### config.mk
export PLATFORM = sky130hd
export DESIGN_NAME = resistor_ladder_keypad_decoder_top
export DESIGN_NICKNAME = d
export VERILOG_FILES = /design/src/rtl/rlkd_pkg.sv /design/src/rtl/rlkd_classify.sv /design/src/rtl/rlkd_debounce.sv /design/src/rtl/rlkd_ring.sv /design/src/rtl/resistor_ladder_keypad_decoder_top.sv
export SDC_FILE = /design/constraint.sdc
export NUM_CORES = 1
export LEC_CHECK = 0
export ABC_CLOCK_PERIOD_IN_PS = 5500
export BUFFER_PORTS_ARGS = -buffer_cell sky130_fd_sc_hd__buf_2
export CAP_MARGIN = 15
export CORE_UTILIZATION = 40
export CTS_BUF_LIST = sky130_fd_sc_hd__clkbuf_4 sky130_fd_sc_hd__clkbuf_8
export DETAILED_ROUTE_END_ITERATION = 8
export PLACE_DENSITY_LB_ADDON = 0.15
export SLEW_MARGIN = 20
export SYNTH_ARGS = -nofsm -noshare
export SYNTH_HDL_FRONTEND = slang
export SYNTH_SLANG_ARGS = --single-unit
### constraint.sdc
create_clock -name clk_i -period 5.5 [get_ports clk_i]
set_clock_uncertainty 0.2 [all_clocks]
set_input_delay 1.1 -clock clk_i [delete_from_list [all_inputs] [get_ports clk_i]]
set_output_delay 1.1 -clock clk_i [all_outputs]
set_load 0.02 [all_outputs]
### src/rtl/rlkd_pkg.sv
// Package for the resistor-ladder keypad decoder: debounce phases, register
// indexes, reset values, default parameter values and shared structs.
// No dependencies.
package rlkd_pkg;

  // Default parameter values
  localparam int unsigned KEY_SLOTS_DEF   = 8;
  localparam int unsigned RING_DEPTH_DEF  = 8;
  localparam int unsigned SAMPLE_BITS_DEF = 10;

  // Fixed field widths
  localparam int unsigned KEY_W   = 4;
  localparam int unsigned TOL_W   = 10;
  localparam int unsigned TICK_W  = 8;
  localparam int unsigned CODE_W  = 8;
  localparam int unsigned PHASE_W = 3;
  localparam int unsigned CFG_IDX_W  = 3;
  localparam int unsigned CFG_DATA_W = 64;
  localparam int unsigned OUT_DATA_W = 16;

  // Held key value meaning no key is pressed
  localparam logic [KEY_W-1:0] NO_KEY = 4'hF;

  // Register reset values
  localparam logic [KEY_W-1:0]      KEY_COUNT_RST   = 4'd8;
  localparam logic [TOL_W-1:0]      TOLERANCE_RST   = 10'd20;
  localparam logic [TICK_W-1:0]     DEBOUNCE_RST    = 8'd5;
  localparam logic [39:0]           LEVELS_LOW_RST  = 40'd485687003249;
  localparam logic [39:0]           LEVELS_HIGH_RST = 40'd971492727349;
  localparam logic [CFG_DATA_W-1:0] KEY_CODES_RST   = 64'd3978425819141910832;

  // Debounce phases, encoded as reported on the result
  typedef enum logic [PHASE_W-1:0] {
    PH_IDLE    = 3'd0,
    PH_PRESS   = 3'd1,
    PH_PRESSED = 3'd2,
    PH_RELEASE = 3'd3,
    PH_STORE   = 3'd4
  } phase_e;

  // Configuration register indexes
  typedef enum logic [CFG_IDX_W-1:0] {
    REG_KEY_COUNT   = 3'd0,
    REG_TOLERANCE   = 3'd1,
    REG_DEBOUNCE    = 3'd2,
    REG_LEVELS_LOW  = 3'd3,
    REG_LEVELS_HIGH = 3'd4,
    REG_KEY_CODES   = 3'd5
  } cfg_idx_e;

  // Input item kind carried in tuser
  typedef enum logic {
    OP_SCAN = 1'b0,
    OP_READ = 1'b1
  } op_e;

  // Store request from the debounce machine
  typedef struct packed {
    logic             valid;
    logic [KEY_W-1:0] key;
  } store_req_t;

  // Ring access control for one executed item
  typedef struct packed {
    logic              pop;
    logic              push;
    logic [CODE_W-1:0] push_code;
  } ring_ctrl_t;

endpackage

### src/rtl/rlkd_classify.sv
// Sample classifier: parallel window compares against the key levels, lowest
// matching key wins. Depends on rlkd_pkg.
module rlkd_classify
  import rlkd_pkg::*;
#(
  parameter int unsigned KEY_SLOTS   = KEY_SLOTS_DEF,
  parameter int unsigned SAMPLE_BITS = SAMPLE_BITS_DEF
) (
  input  logic [SAMPLE_BITS-1:0]   sample_i,
  input  logic [KEY_W-1:0]         key_count_i,
  input  logic [TOL_W-1:0]         tolerance_i,
  input  logic [4*SAMPLE_BITS-1:0] levels_low_i,
  input  logic [4*SAMPLE_BITS-1:0] levels_high_i,
  output logic [KEY_W-1:0]         key_o
);

  localparam int unsigned CMP_W = (SAMPLE_BITS > TOL_W) ? SAMPLE_BITS : TOL_W;

  logic [KEY_SLOTS-1:0] hit;
  logic [CMP_W-1:0]     sample_w;
  logic [CMP_W-1:0]     tol_w;

  assign sample_w = CMP_W'(sample_i);
  assign tol_w    = CMP_W'(tolerance_i);

  // Window compare per key slot
  for (genvar k = 0; k < KEY_SLOTS; k++) begin : g_slot
    logic [SAMPLE_BITS-1:0] level;
    logic [SAMPLE_BITS-1:0] diff;
    if (k < 4) begin : g_low
      assign level = levels_low_i[k*SAMPLE_BITS +: SAMPLE_BITS];
    end else begin : g_high
      assign level = levels_high_i[(k-4)*SAMPLE_BITS +: SAMPLE_BITS];
    end
    assign diff   = (sample_i > level) ? sample_i - level : level - sample_i;
    assign hit[k] = (key_count_i > KEY_W'(k)) && (CMP_W'(diff) < tol_w);
  end

  // Pick the lowest matching key; at or below tolerance means no press
  always_comb begin
    key_o = NO_KEY;
    if (sample_w > tol_w) begin
      for (int k = KEY_SLOTS - 1; k >= 0; k--) begin
        if (hit[k]) begin
          key_o = KEY_W'(k);
        end
      end
    end
  end

endmodule

### src/rtl/rlkd_debounce.sv
// Five-phase debounce machine with held key and tick counter; raises a store
// request in the store phase. Depends on rlkd_pkg.
module rlkd_debounce
  import rlkd_pkg::*;
(
  input  logic              clk_i,
  input  logic              rst_ni,
  input  logic              step_i,
  input  logic [KEY_W-1:0]  key_i,
  input  logic [KEY_W-1:0]  key_count_i,
  input  logic [TICK_W-1:0] debounce_ticks_i,
  output phase_e            phase_o,
  output store_req_t        store_o
);

  phase_e             phase_q, phase_d;
  logic [KEY_W-1:0]   held_q, held_d;
  logic [TICK_W-1:0]  tick_q, tick_d;

  // Next state
  always_comb begin
    phase_d = phase_q;
    held_d  = held_q;
    tick_d  = tick_q;
    if (step_i) begin
      unique case (phase_q)
        PH_IDLE: begin
          held_d = key_i;
          if (key_i != NO_KEY) begin
            tick_d  = debounce_ticks_i;
            phase_d = PH_PRESS;
          end
        end
        PH_PRESS: begin
          if (key_i == held_q) begin
            if (tick_q != '0) tick_d = tick_q - 1'b1;
            else              phase_d = PH_PRESSED;
          end else begin
            phase_d = PH_IDLE;
          end
        end
        PH_PRESSED: begin
          if (key_i == NO_KEY) begin
            phase_d = PH_RELEASE;
            tick_d  = debounce_ticks_i;
          end
        end
        PH_RELEASE: begin
          if (key_i == NO_KEY) begin
            if (tick_q != '0) tick_d = tick_q - 1'b1;
            else              phase_d = PH_STORE;
          end else begin
            phase_d = PH_IDLE;
          end
        end
        PH_STORE: phase_d = PH_IDLE;
        default:  phase_d = PH_IDLE;
      endcase
    end
  end

  // Outputs
  always_comb begin
    phase_o       = phase_d;
    store_o.key   = held_q;
    store_o.valid = step_i && (phase_q == PH_STORE) && (held_q != NO_KEY) &&
                    (held_q < key_count_i);
  end

  always_ff @(posedge clk_i or negedge rst_ni) begin
    if (!rst_ni) begin
      phase_q <= PH_IDLE;
      held_q  <= NO_KEY;
      tick_q  <= '0;
    end else begin
      phase_q <= phase_d;
      held_q  <= held_d;
      tick_q  <= tick_d;
    end
  end

endmodule

### src/rtl/rlkd_ring.sv
// Code ring: synchronous memory with two registered read ports that fetch the
// head and the entry after it, per-entry valid bits, pointers and write
// forwarding. Depends on rlkd_pkg.
module rlkd_ring
  import rlkd_pkg::*;
#(
  parameter int unsigned RING_DEPTH = RING_DEPTH_DEF
) (
  input  logic              clk_i,
  input  logic              rst_ni,
  input  ring_ctrl_t        ctrl_i,
  output logic [CODE_W-1:0] head_code_o
);

  localparam int unsigned PTR_W = $clog2(RING_DEPTH);
  localparam logic [PTR_W-1:0] LAST = PTR_W'(RING_DEPTH - 1);

  logic [CODE_W-1:0]     mem_q [RING_DEPTH];
  logic [RING_DEPTH-1:0] valid_q, valid_d;
  logic [PTR_W-1:0]      rd_ptr_q, rd_ptr_d, rd_next;
  logic [PTR_W-1:0]      wr_ptr_q, wr_ptr_d, wr_next;
  logic [CODE_W-1:0]     rd_a_q, rd_b_q, rd_sel;
  logic                  adv_q, adv_d;
  logic                  fwd_v_q;
  logic [PTR_W-1:0]      fwd_addr_q;
  logic [CODE_W-1:0]     fwd_data_q;

  assign rd_next = (rd_ptr_q == LAST) ? '0 : rd_ptr_q + 1'b1;
  assign wr_next = (wr_ptr_q == LAST) ? '0 : wr_ptr_q + 1'b1;

  // Resolve the head: pick the port matching the pointer, then forward
  always_comb begin
    rd_sel = adv_q ? rd_b_q : rd_a_q;
    if (fwd_v_q && (fwd_addr_q == rd_ptr_q)) begin
      rd_sel = fwd_data_q;
    end
    head_code_o = valid_q[rd_ptr_q] ? rd_sel : '0;
  end

  // Pop and push bookkeeping
  always_comb begin
    valid_d  = valid_q;
    rd_ptr_d = rd_ptr_q;
    wr_ptr_d = wr_ptr_q;
    adv_d    = 1'b0;
    if (ctrl_i.pop && (head_code_o != '0)) begin
      valid_d[rd_ptr_q] = 1'b0;
      rd_ptr_d          = rd_next;
      adv_d             = 1'b1;
    end
    if (ctrl_i.push) begin
      valid_d[wr_ptr_q] = 1'b1;
      wr_ptr_d          = wr_next;
    end
  end

  always_ff @(posedge clk_i or negedge rst_ni) begin
    if (!rst_ni) begin
      valid_q  <= '0;
      rd_ptr_q <= '0;
      wr_ptr_q <= '0;
      adv_q    <= 1'b0;
      fwd_v_q  <= 1'b0;
    end else begin
      valid_q  <= valid_d;
      rd_ptr_q <= rd_ptr_d;
      wr_ptr_q <= wr_ptr_d;
      adv_q    <= adv_d;
      fwd_v_q  <= ctrl_i.push;
    end
  end

  // Forwarding payload for a write that the same-edge read misses
  always_ff @(posedge clk_i) begin
    fwd_addr_q <= wr_ptr_q;
    fwd_data_q <= ctrl_i.push_code;
  end

  // Memory: one write port, two registered read ports
  always_ff @(posedge clk_i) begin
    if (ctrl_i.push) begin
      mem_q[wr_ptr_q] <= ctrl_i.push_code;
    end
    rd_a_q <= mem_q[rd_ptr_q];
    rd_b_q <= mem_q[rd_next];
  end

endmodule

### src/rtl/resistor_ladder_keypad_decoder_top.sv
// Top level of the resistor-ladder keypad decoder: configuration registers,
// execute stage, output register. Depends on rlkd_pkg, rlkd_classify,
// rlkd_debounce and rlkd_ring.

// The block takes one item per clock cycle, scan ticks and reads in any mix,
// and gives one result per item, registered through the execute stage and the
// output register. The transfer edge also registers the code ring memory reads
// at the head and at the entry after it; the execute stage then classifies the
// sample, steps the debounce machine, pops or stores a code and loads the output
// register. A stalled result holds the execute stage, and the input waits only
// while both the execute stage and the output register are full. The ring clears
// at reset through per-entry valid bits, so items are taken from the first cycle
// after reset. Configuration writes are taken in any cycle (cfg_ready_o is always
// high) and belong between items, while the block is idle.
module resistor_ladder_keypad_decoder_top
  import rlkd_pkg::*;
#(
  parameter int unsigned KEY_SLOTS   = KEY_SLOTS_DEF,
  parameter int unsigned RING_DEPTH  = RING_DEPTH_DEF,
  parameter int unsigned SAMPLE_BITS = SAMPLE_BITS_DEF
) (
  input  logic                              clk_i,
  input  logic                              rst_ni,
  // Input stream
  input  logic                              s_axis_tvalid,
  output logic                              s_axis_tready,
  input  logic [((SAMPLE_BITS+7)/8)*8-1:0]  s_axis_tdata,  // adc_sample, zero pad
  input  logic                              s_axis_tuser,  // op
  // Result stream
  output logic                              m_axis_tvalid,
  input  logic                              m_axis_tready,
  output logic [OUT_DATA_W-1:0]             m_axis_tdata,  // key_code, debounce_phase, pad
  // Configuration writes
  input  logic                              cfg_valid_i,
  output logic                              cfg_ready_o,
  input  logic [CFG_IDX_W-1:0]              cfg_index_i,
  input  logic [CFG_DATA_W-1:0]             cfg_data_i
);

  localparam int unsigned LEVEL_W = 4 * SAMPLE_BITS;

  // Configuration registers
  logic [KEY_W-1:0]      key_count_q;
  logic [TOL_W-1:0]      tolerance_q;
  logic [TICK_W-1:0]     debounce_q;
  logic [LEVEL_W-1:0]    levels_low_q;
  logic [LEVEL_W-1:0]    levels_high_q;
  logic [CFG_DATA_W-1:0] key_codes_q;

  // Execute stage and output register
  logic                   s1_v_q;
  logic                   s1_op_q;
  logic [SAMPLE_BITS-1:0] s1_sample_q;
  logic                   out_v_q;
  logic [CODE_W-1:0]      out_code_q;
  logic [PHASE_W-1:0]     out_phase_q;

  logic              exec;
  logic              accept;
  logic [KEY_W-1:0]  cls_key;
  phase_e            phase_next;
  store_req_t        store_req;
  ring_ctrl_t        ring_ctrl;
  logic [CODE_W-1:0] head_code;

  assign cfg_ready_o   = 1'b1;
  assign exec          = s1_v_q && (!out_v_q || m_axis_tready);
  assign s_axis_tready = !s1_v_q || exec;
  assign accept        = s_axis_tvalid && s_axis_tready;

  // Register writes
  always_ff @(posedge clk_i or negedge rst_ni) begin
    if (!rst_ni) begin
      key_count_q   <= KEY_COUNT_RST;
      tolerance_q   <= TOLERANCE_RST;
      debounce_q    <= DEBOUNCE_RST;
      levels_low_q  <= LEVEL_W'(LEVELS_LOW_RST);
      levels_high_q <= LEVEL_W'(LEVELS_HIGH_RST);
      key_codes_q   <= KEY_CODES_RST;
    end else if (cfg_valid_i) begin
      case (cfg_index_i)
        REG_KEY_COUNT:   key_count_q   <= cfg_data_i[KEY_W-1:0];
        REG_TOLERANCE:   tolerance_q   <= cfg_data_i[TOL_W-1:0];
        REG_DEBOUNCE:    debounce_q    <= cfg_data_i[TICK_W-1:0];
        REG_LEVELS_LOW:  levels_low_q  <= cfg_data_i[LEVEL_W-1:0];
        REG_LEVELS_HIGH: levels_high_q <= cfg_data_i[LEVEL_W-1:0];
        REG_KEY_CODES:   key_codes_q   <= cfg_data_i;
        default: ;
      endcase
    end
  end

  rlkd_classify #(
    .KEY_SLOTS   (KEY_SLOTS),
    .SAMPLE_BITS (SAMPLE_BITS)
  ) u_classify (
    .sample_i      (s1_sample_q),
    .key_count_i   (key_count_q),
    .tolerance_i   (tolerance_q),
    .levels_low_i  (levels_low_q),
    .levels_high_i (levels_high_q),
    .key_o         (cls_key)
  );

  rlkd_debounce u_debounce (
    .clk_i            (clk_i),
    .rst_ni           (rst_ni),
    .step_i           (exec && (s1_op_q == OP_SCAN)),
    .key_i            (cls_key),
    .key_count_i      (key_count_q),
    .debounce_ticks_i (debounce_q),
    .phase_o          (phase_next),
    .store_o          (store_req)
  );

  // Drive the ring for the executing item
  always_comb begin
    ring_ctrl.pop       = exec && (s1_op_q == OP_READ);
    ring_ctrl.push      = store_req.valid;
    ring_ctrl.push_code = key_codes_q[8*store_req.key[2:0] +: 8];
  end

  rlkd_ring #(
    .RING_DEPTH (RING_DEPTH)
  ) u_ring (
    .clk_i       (clk_i),
    .rst_ni      (rst_ni),
    .ctrl_i      (ring_ctrl),
    .head_code_o (head_code)
  );

  // Advance the execute stage and the output register
  always_ff @(posedge clk_i or negedge rst_ni) begin
    if (!rst_ni) begin
      s1_v_q  <= 1'b0;
      out_v_q <= 1'b0;
    end else begin
      if (accept)    s1_v_q <= 1'b1;
      else if (exec) s1_v_q <= 1'b0;
      if (exec)               out_v_q <= 1'b1;
      else if (m_axis_tready) out_v_q <= 1'b0;
    end
  end

  always_ff @(posedge clk_i) begin
    if (accept) begin
      s1_op_q     <= s_axis_tuser;
      s1_sample_q <= s_axis_tdata[SAMPLE_BITS-1:0];
    end
    if (exec) begin
      out_code_q  <= (s1_op_q == OP_READ) ? head_code : '0;
      out_phase_q <= phase_next;
    end
  end

  assign m_axis_tvalid = out_v_q;
  assign m_axis_tdata  = {{(OUT_DATA_W-CODE_W-PHASE_W){1'b0}}, out_phase_q, out_code_q};

endmodule

==> impl_results.md <==
* Met2 Usage GRT at 39.99%
* Die Footprint at 54090 µm²
* Routing usage on met3 at 4.142%
* Num CTS Buffers at 58
* Starting Density at 40.47%
* Crit-path slowest cell: edfxtp_1
* Number of distinct library cells after synthesis at 85
* Rel. slew slack at 29.20%
* Reg-to-reg endpoint: u_debounce.tick_q[2]$_DFFE_PN0P_
* ANT nets after route at 0
* Commonest non-fill, non-tap cell in the layout: buf_4
* Final worst slack at -0.6033 ns
* Placement Cell Area at 24750 µm²
* Synth Warn # at 0
* Post-synth EDFFs at 86
* CTS tree: yes
* IO Pins at 108
* Pwr dens at 434.6 nW/µm²
* Layout Utilization at 50.69%
* Syn Inst Count at 2001
* Hold Crit Class: register to register
* Asr flop ratio synth at 63.78%
* Crit-path max FO at 8
* Largest net degree at the start of global routing at 105
* Number of vias per cell at 5.407
* Clk slew on worst S/H paths at 0.07 ns
* Critical Path Source Type: register
* Vias at 17040
* Pre-CTS setup slack at -0.8318 ns
* Worst R2R Start: s1_sample_q[0]$_DFFE_PP_
* Max Clk Rate at 163.8 MHz
* Peak supply drop at 0.1823 mV
* Cell area after synthesis at 21270 µm²
* Top delay family on crit path: compound AO/OA/AOI/OAI gates
* Most frequent cells in the layout: buf_4, ha_1, mux2_2, nand2_1, inv_1
* DR WL/cell at 21.72 µm
* Clock sinks at 312
* Initial antenna violation count at 0
* Net count, final at 2761
* Slowest Stage Delay on Critical Path at 0.44 ns
* Critical path class: register to register
* Initial DRC count at 1065
* Chip Height at 232.6 µm
* Area grow syn2layout at 25.25%
* CTS H-Tree Depth at 2
* Static leakage at 0.01219 µW
* Filler instances at 4835
* R2R depth at 27
* RSZ-0062 raised after global routing: yes
* WP data arrival at 6.53 ns
* Row cnt at 84
* Final Cycle Share at 111.0%
* Most Crowded Layer GR: met2
* Hold Fails Final Rpt at 0
* Crit. End Element: register
* Grt ovf at 0
* Met1 Track Usage GR at 34.69%
* Gp weighted congestion at 0.9015
* Max Buffers Root-to-Sink at 3
* Wirelength, routed at 68.45 mm
* Final setup fails at 15
* Die X at 232.6 µm
* PortBufs at 95
* Minimum clock period at 6.103 ns
* HPWL after DPL at 49.86 mm
* Min-delay src: u_ring.wr_ptr_q[0]$_DFFE_PN0P_
* Worst EP required at 5.93 ns
* Failing checks: negative setup slack
* Ys flop type: dfrtp_1
* Detailed Routing Iterations Pass 1 at 5
* Number of global-route vias before repair at 17270
* CORE AREA at 52550 µm²
* Worst Tran Pin Value at 1.058 ns
* Status: complete, but fails checks
* CTS Root Cell: clkbuf_8
* Fin cells at 3151
* Drt drc at 0
* Slew Limit Fails at 0
* Max-Cap Viols at 0
* Seq cells post-synth at 312
* Hold depth at 0
* Register area share after synthesis at 38.54%
* Hold EP: u_ring.fwd_addr_q[0]$_DFF_P_
* First-pass GRT wire length at 102.7 mm
* GRT Util Overall at 25.39%
* Final instance area at 26640 µm²
* Reg2Reg Setup Slack at -0.60 ns
* Syn Area/Cell at 10.63 µm²
* Placed cells at 3020
* Share of layout cells above drive strength 1 at 35.66%
* Buf+Inv Stages, Crit Path at 4
* Skew-Pair Late Insertion Delay at 0.70 ns
[stage by stage]
step	total power, µW	hold slack, ns	TNS, ns
after detailed placement	8595	0.2658	-9.644
final	11580	0.2510	-7.276
after global routing	12360	0.2957	-10.71
after global placement	8457	0.2361	-8.805
after floorplan	6536	0.2202	-2.563
after CTS	11410	0.2615	-5.985
[cells in the mapped netlist (7+ instances only)]
cell type  instances  share of area, %
a211oi_1          19              0.67
a22oi_1            8              0.28
o21bai_1          15              0.53
a21oi_1          106               2.5
ha_1             243                14
xnor2_1           49               2.0
o21ai_0          128               3.0
fa_1              16               1.5
dfstp_2           74               9.1
buf_1              9              0.16
and2_1             9              0.26
nand4_1           22              0.65
nor2_1            69               1.2
mux2i_1           52               2.4
o21ai_1           20              0.47
nand2_1          152               2.7
a221o_1            7              0.33
a211o_1            7              0.29
xor2_1            20              0.82
a221oi_1          14              0.58
mux2_2           158               8.4
and3_1            10              0.29
dfxtp_1           27               2.5
inv_1            150               2.6
nand2b_1          18              0.53
dfrtp_1          125                15
o211ai_1          17              0.60
nand3_1           23              0.54
edfxtp_1          86                12
nor3_1            21              0.49
mux4_2            29               3.1
clkbuf_1          53              0.94
a31oi_1           10              0.29
a21o_1            95               3.4
o21a_1            11              0.39
nor2b_1           17              0.50
[flip-flops by register name (all words and copies together) (netlist names), 3 cells and up]
name / flops
key_codes_q: 64
u_ring.mem_q: 64
levels_high_q: 40
levels_low_q: 40
s1_sample_q: 10
tolerance_q: 10
debounce_q: 8
out_code_q: 8
u_debounce.tick_q: 8
u_ring.fwd_data_q: 8
u_ring.rd_a_q: 8
u_ring.rd_b_q: 8
u_ring.valid_q: 8
key_count_q: 4
u_debounce.held_q: 4
out_phase_q: 3
u_debounce.phase_q: 3
u_ring.fwd_addr_q: 3
u_ring.rd_ptr_q: 3
u_ring.wr_ptr_q: 3
[layer usage]
metal  vias up  routed length [µm]
met4         0                2529
met2       439               30880
met3       111                3334
met1      8353               31710
met5         -                   0
li1       8135                   -
[kinds of logic (layout without fill, tap and decap cells)]
logic type,count (synthesis),count (layout),share of synthesized area [%]
other cells,2,7,0.03531
xor+xnor,69,69,2.842
simple gates,373,374,8.396
fa+ha+maj,259,259,15.80
flops,312,312,38.54
buf+inv,229,684,4.254
mux,240,240,13.94
compound gates,517,518,16.20
[worst max path at each step]
stage                     slack (ns)  cells after the start                      from                          endpoint
after floorplan                -0.31                     27  s1_sample_q[0]$_DFFE_PP_  u_debounce.tick_q[2]$_DFFE_PN0P_
after global placement         -0.75                     26  s1_sample_q[0]$_DFFE_PP_  u_debounce.tick_q[2]$_DFFE_PN0P_
after detailed placement       -0.83                     28  s1_sample_q[0]$_DFFE_PP_  u_debounce.tick_q[2]$_DFFE_PN0P_
after CTS                      -0.51                     26  s1_sample_q[0]$_DFFE_PP_  u_debounce.tick_q[2]$_DFFE_PN0P_
after global routing           -0.84                     27  s1_sample_q[0]$_DFFE_PP_  u_debounce.tick_q[2]$_DFFE_PN0P_
final                          -0.60                     27  s1_sample_q[0]$_DFFE_PP_  u_debounce.tick_q[2]$_DFFE_PN0P_
[power by group]
group	switching [µW]	internal [µW]
Sequential	330	2980
Clock	1110	1500
Combinational	2920	2750
Total	4350	7220
[worst reg2reg max path, stage by stage, from the launching register on]
cell and delay, ns:
edfxtp_1 0.44, inv_4 0.16, buf_12 0.14, ha_1 0.17, inv_1 0.06, fa_1 0.38
a21oi_1 0.16, nor2b_1 0.06, o21ai_1 0.20, a211oi_2 0.12, buf_4 0.17, o22a_1 0.20
o21a_1 0.18, o211ai_1 0.26, a21boi_1 0.11, o21ai_1 0.16, xnor2_1 0.15, ha_1 0.27
a21o_1 0.17, a21o_1 0.18, a221o_1 0.35, a31oi_4 0.21, a41oi_2 0.08, a31o_4 0.30
or3_4 0.41, a211o_4 0.39, and2_4 0.23, o211ai_2 0.15
[layout make-up]
class / instances / area, µm² / area share (%)
repair buffers: 422 / 3080 / 11.57
diodes: 1 / 2.502 / 0.009395
well taps: 688 / 860.8 / 3.232
flip-flops and latches: 312 / 8195 / 30.77
clock buffers: 86 / 1065 / 3.998
multi-input cells: 1466 / 12570 / 47.21
inverters: 153 / 576.8 / 2.166
clock inverters: 23 / 281.5 / 1.057
[timing repair]
item / 4_1_cts / 5_1_grt
pin swaps: 19 / 30
resized for setup: 34 / 43
hold buffers: 0 / 0
setup buffers: 12 / 7
endpoints found under the setup margin: 15 / 17
gates cloned: 2 / 0
endpoints found under the hold margin: 0 / 0
Power figures use the tool's default switching activity.
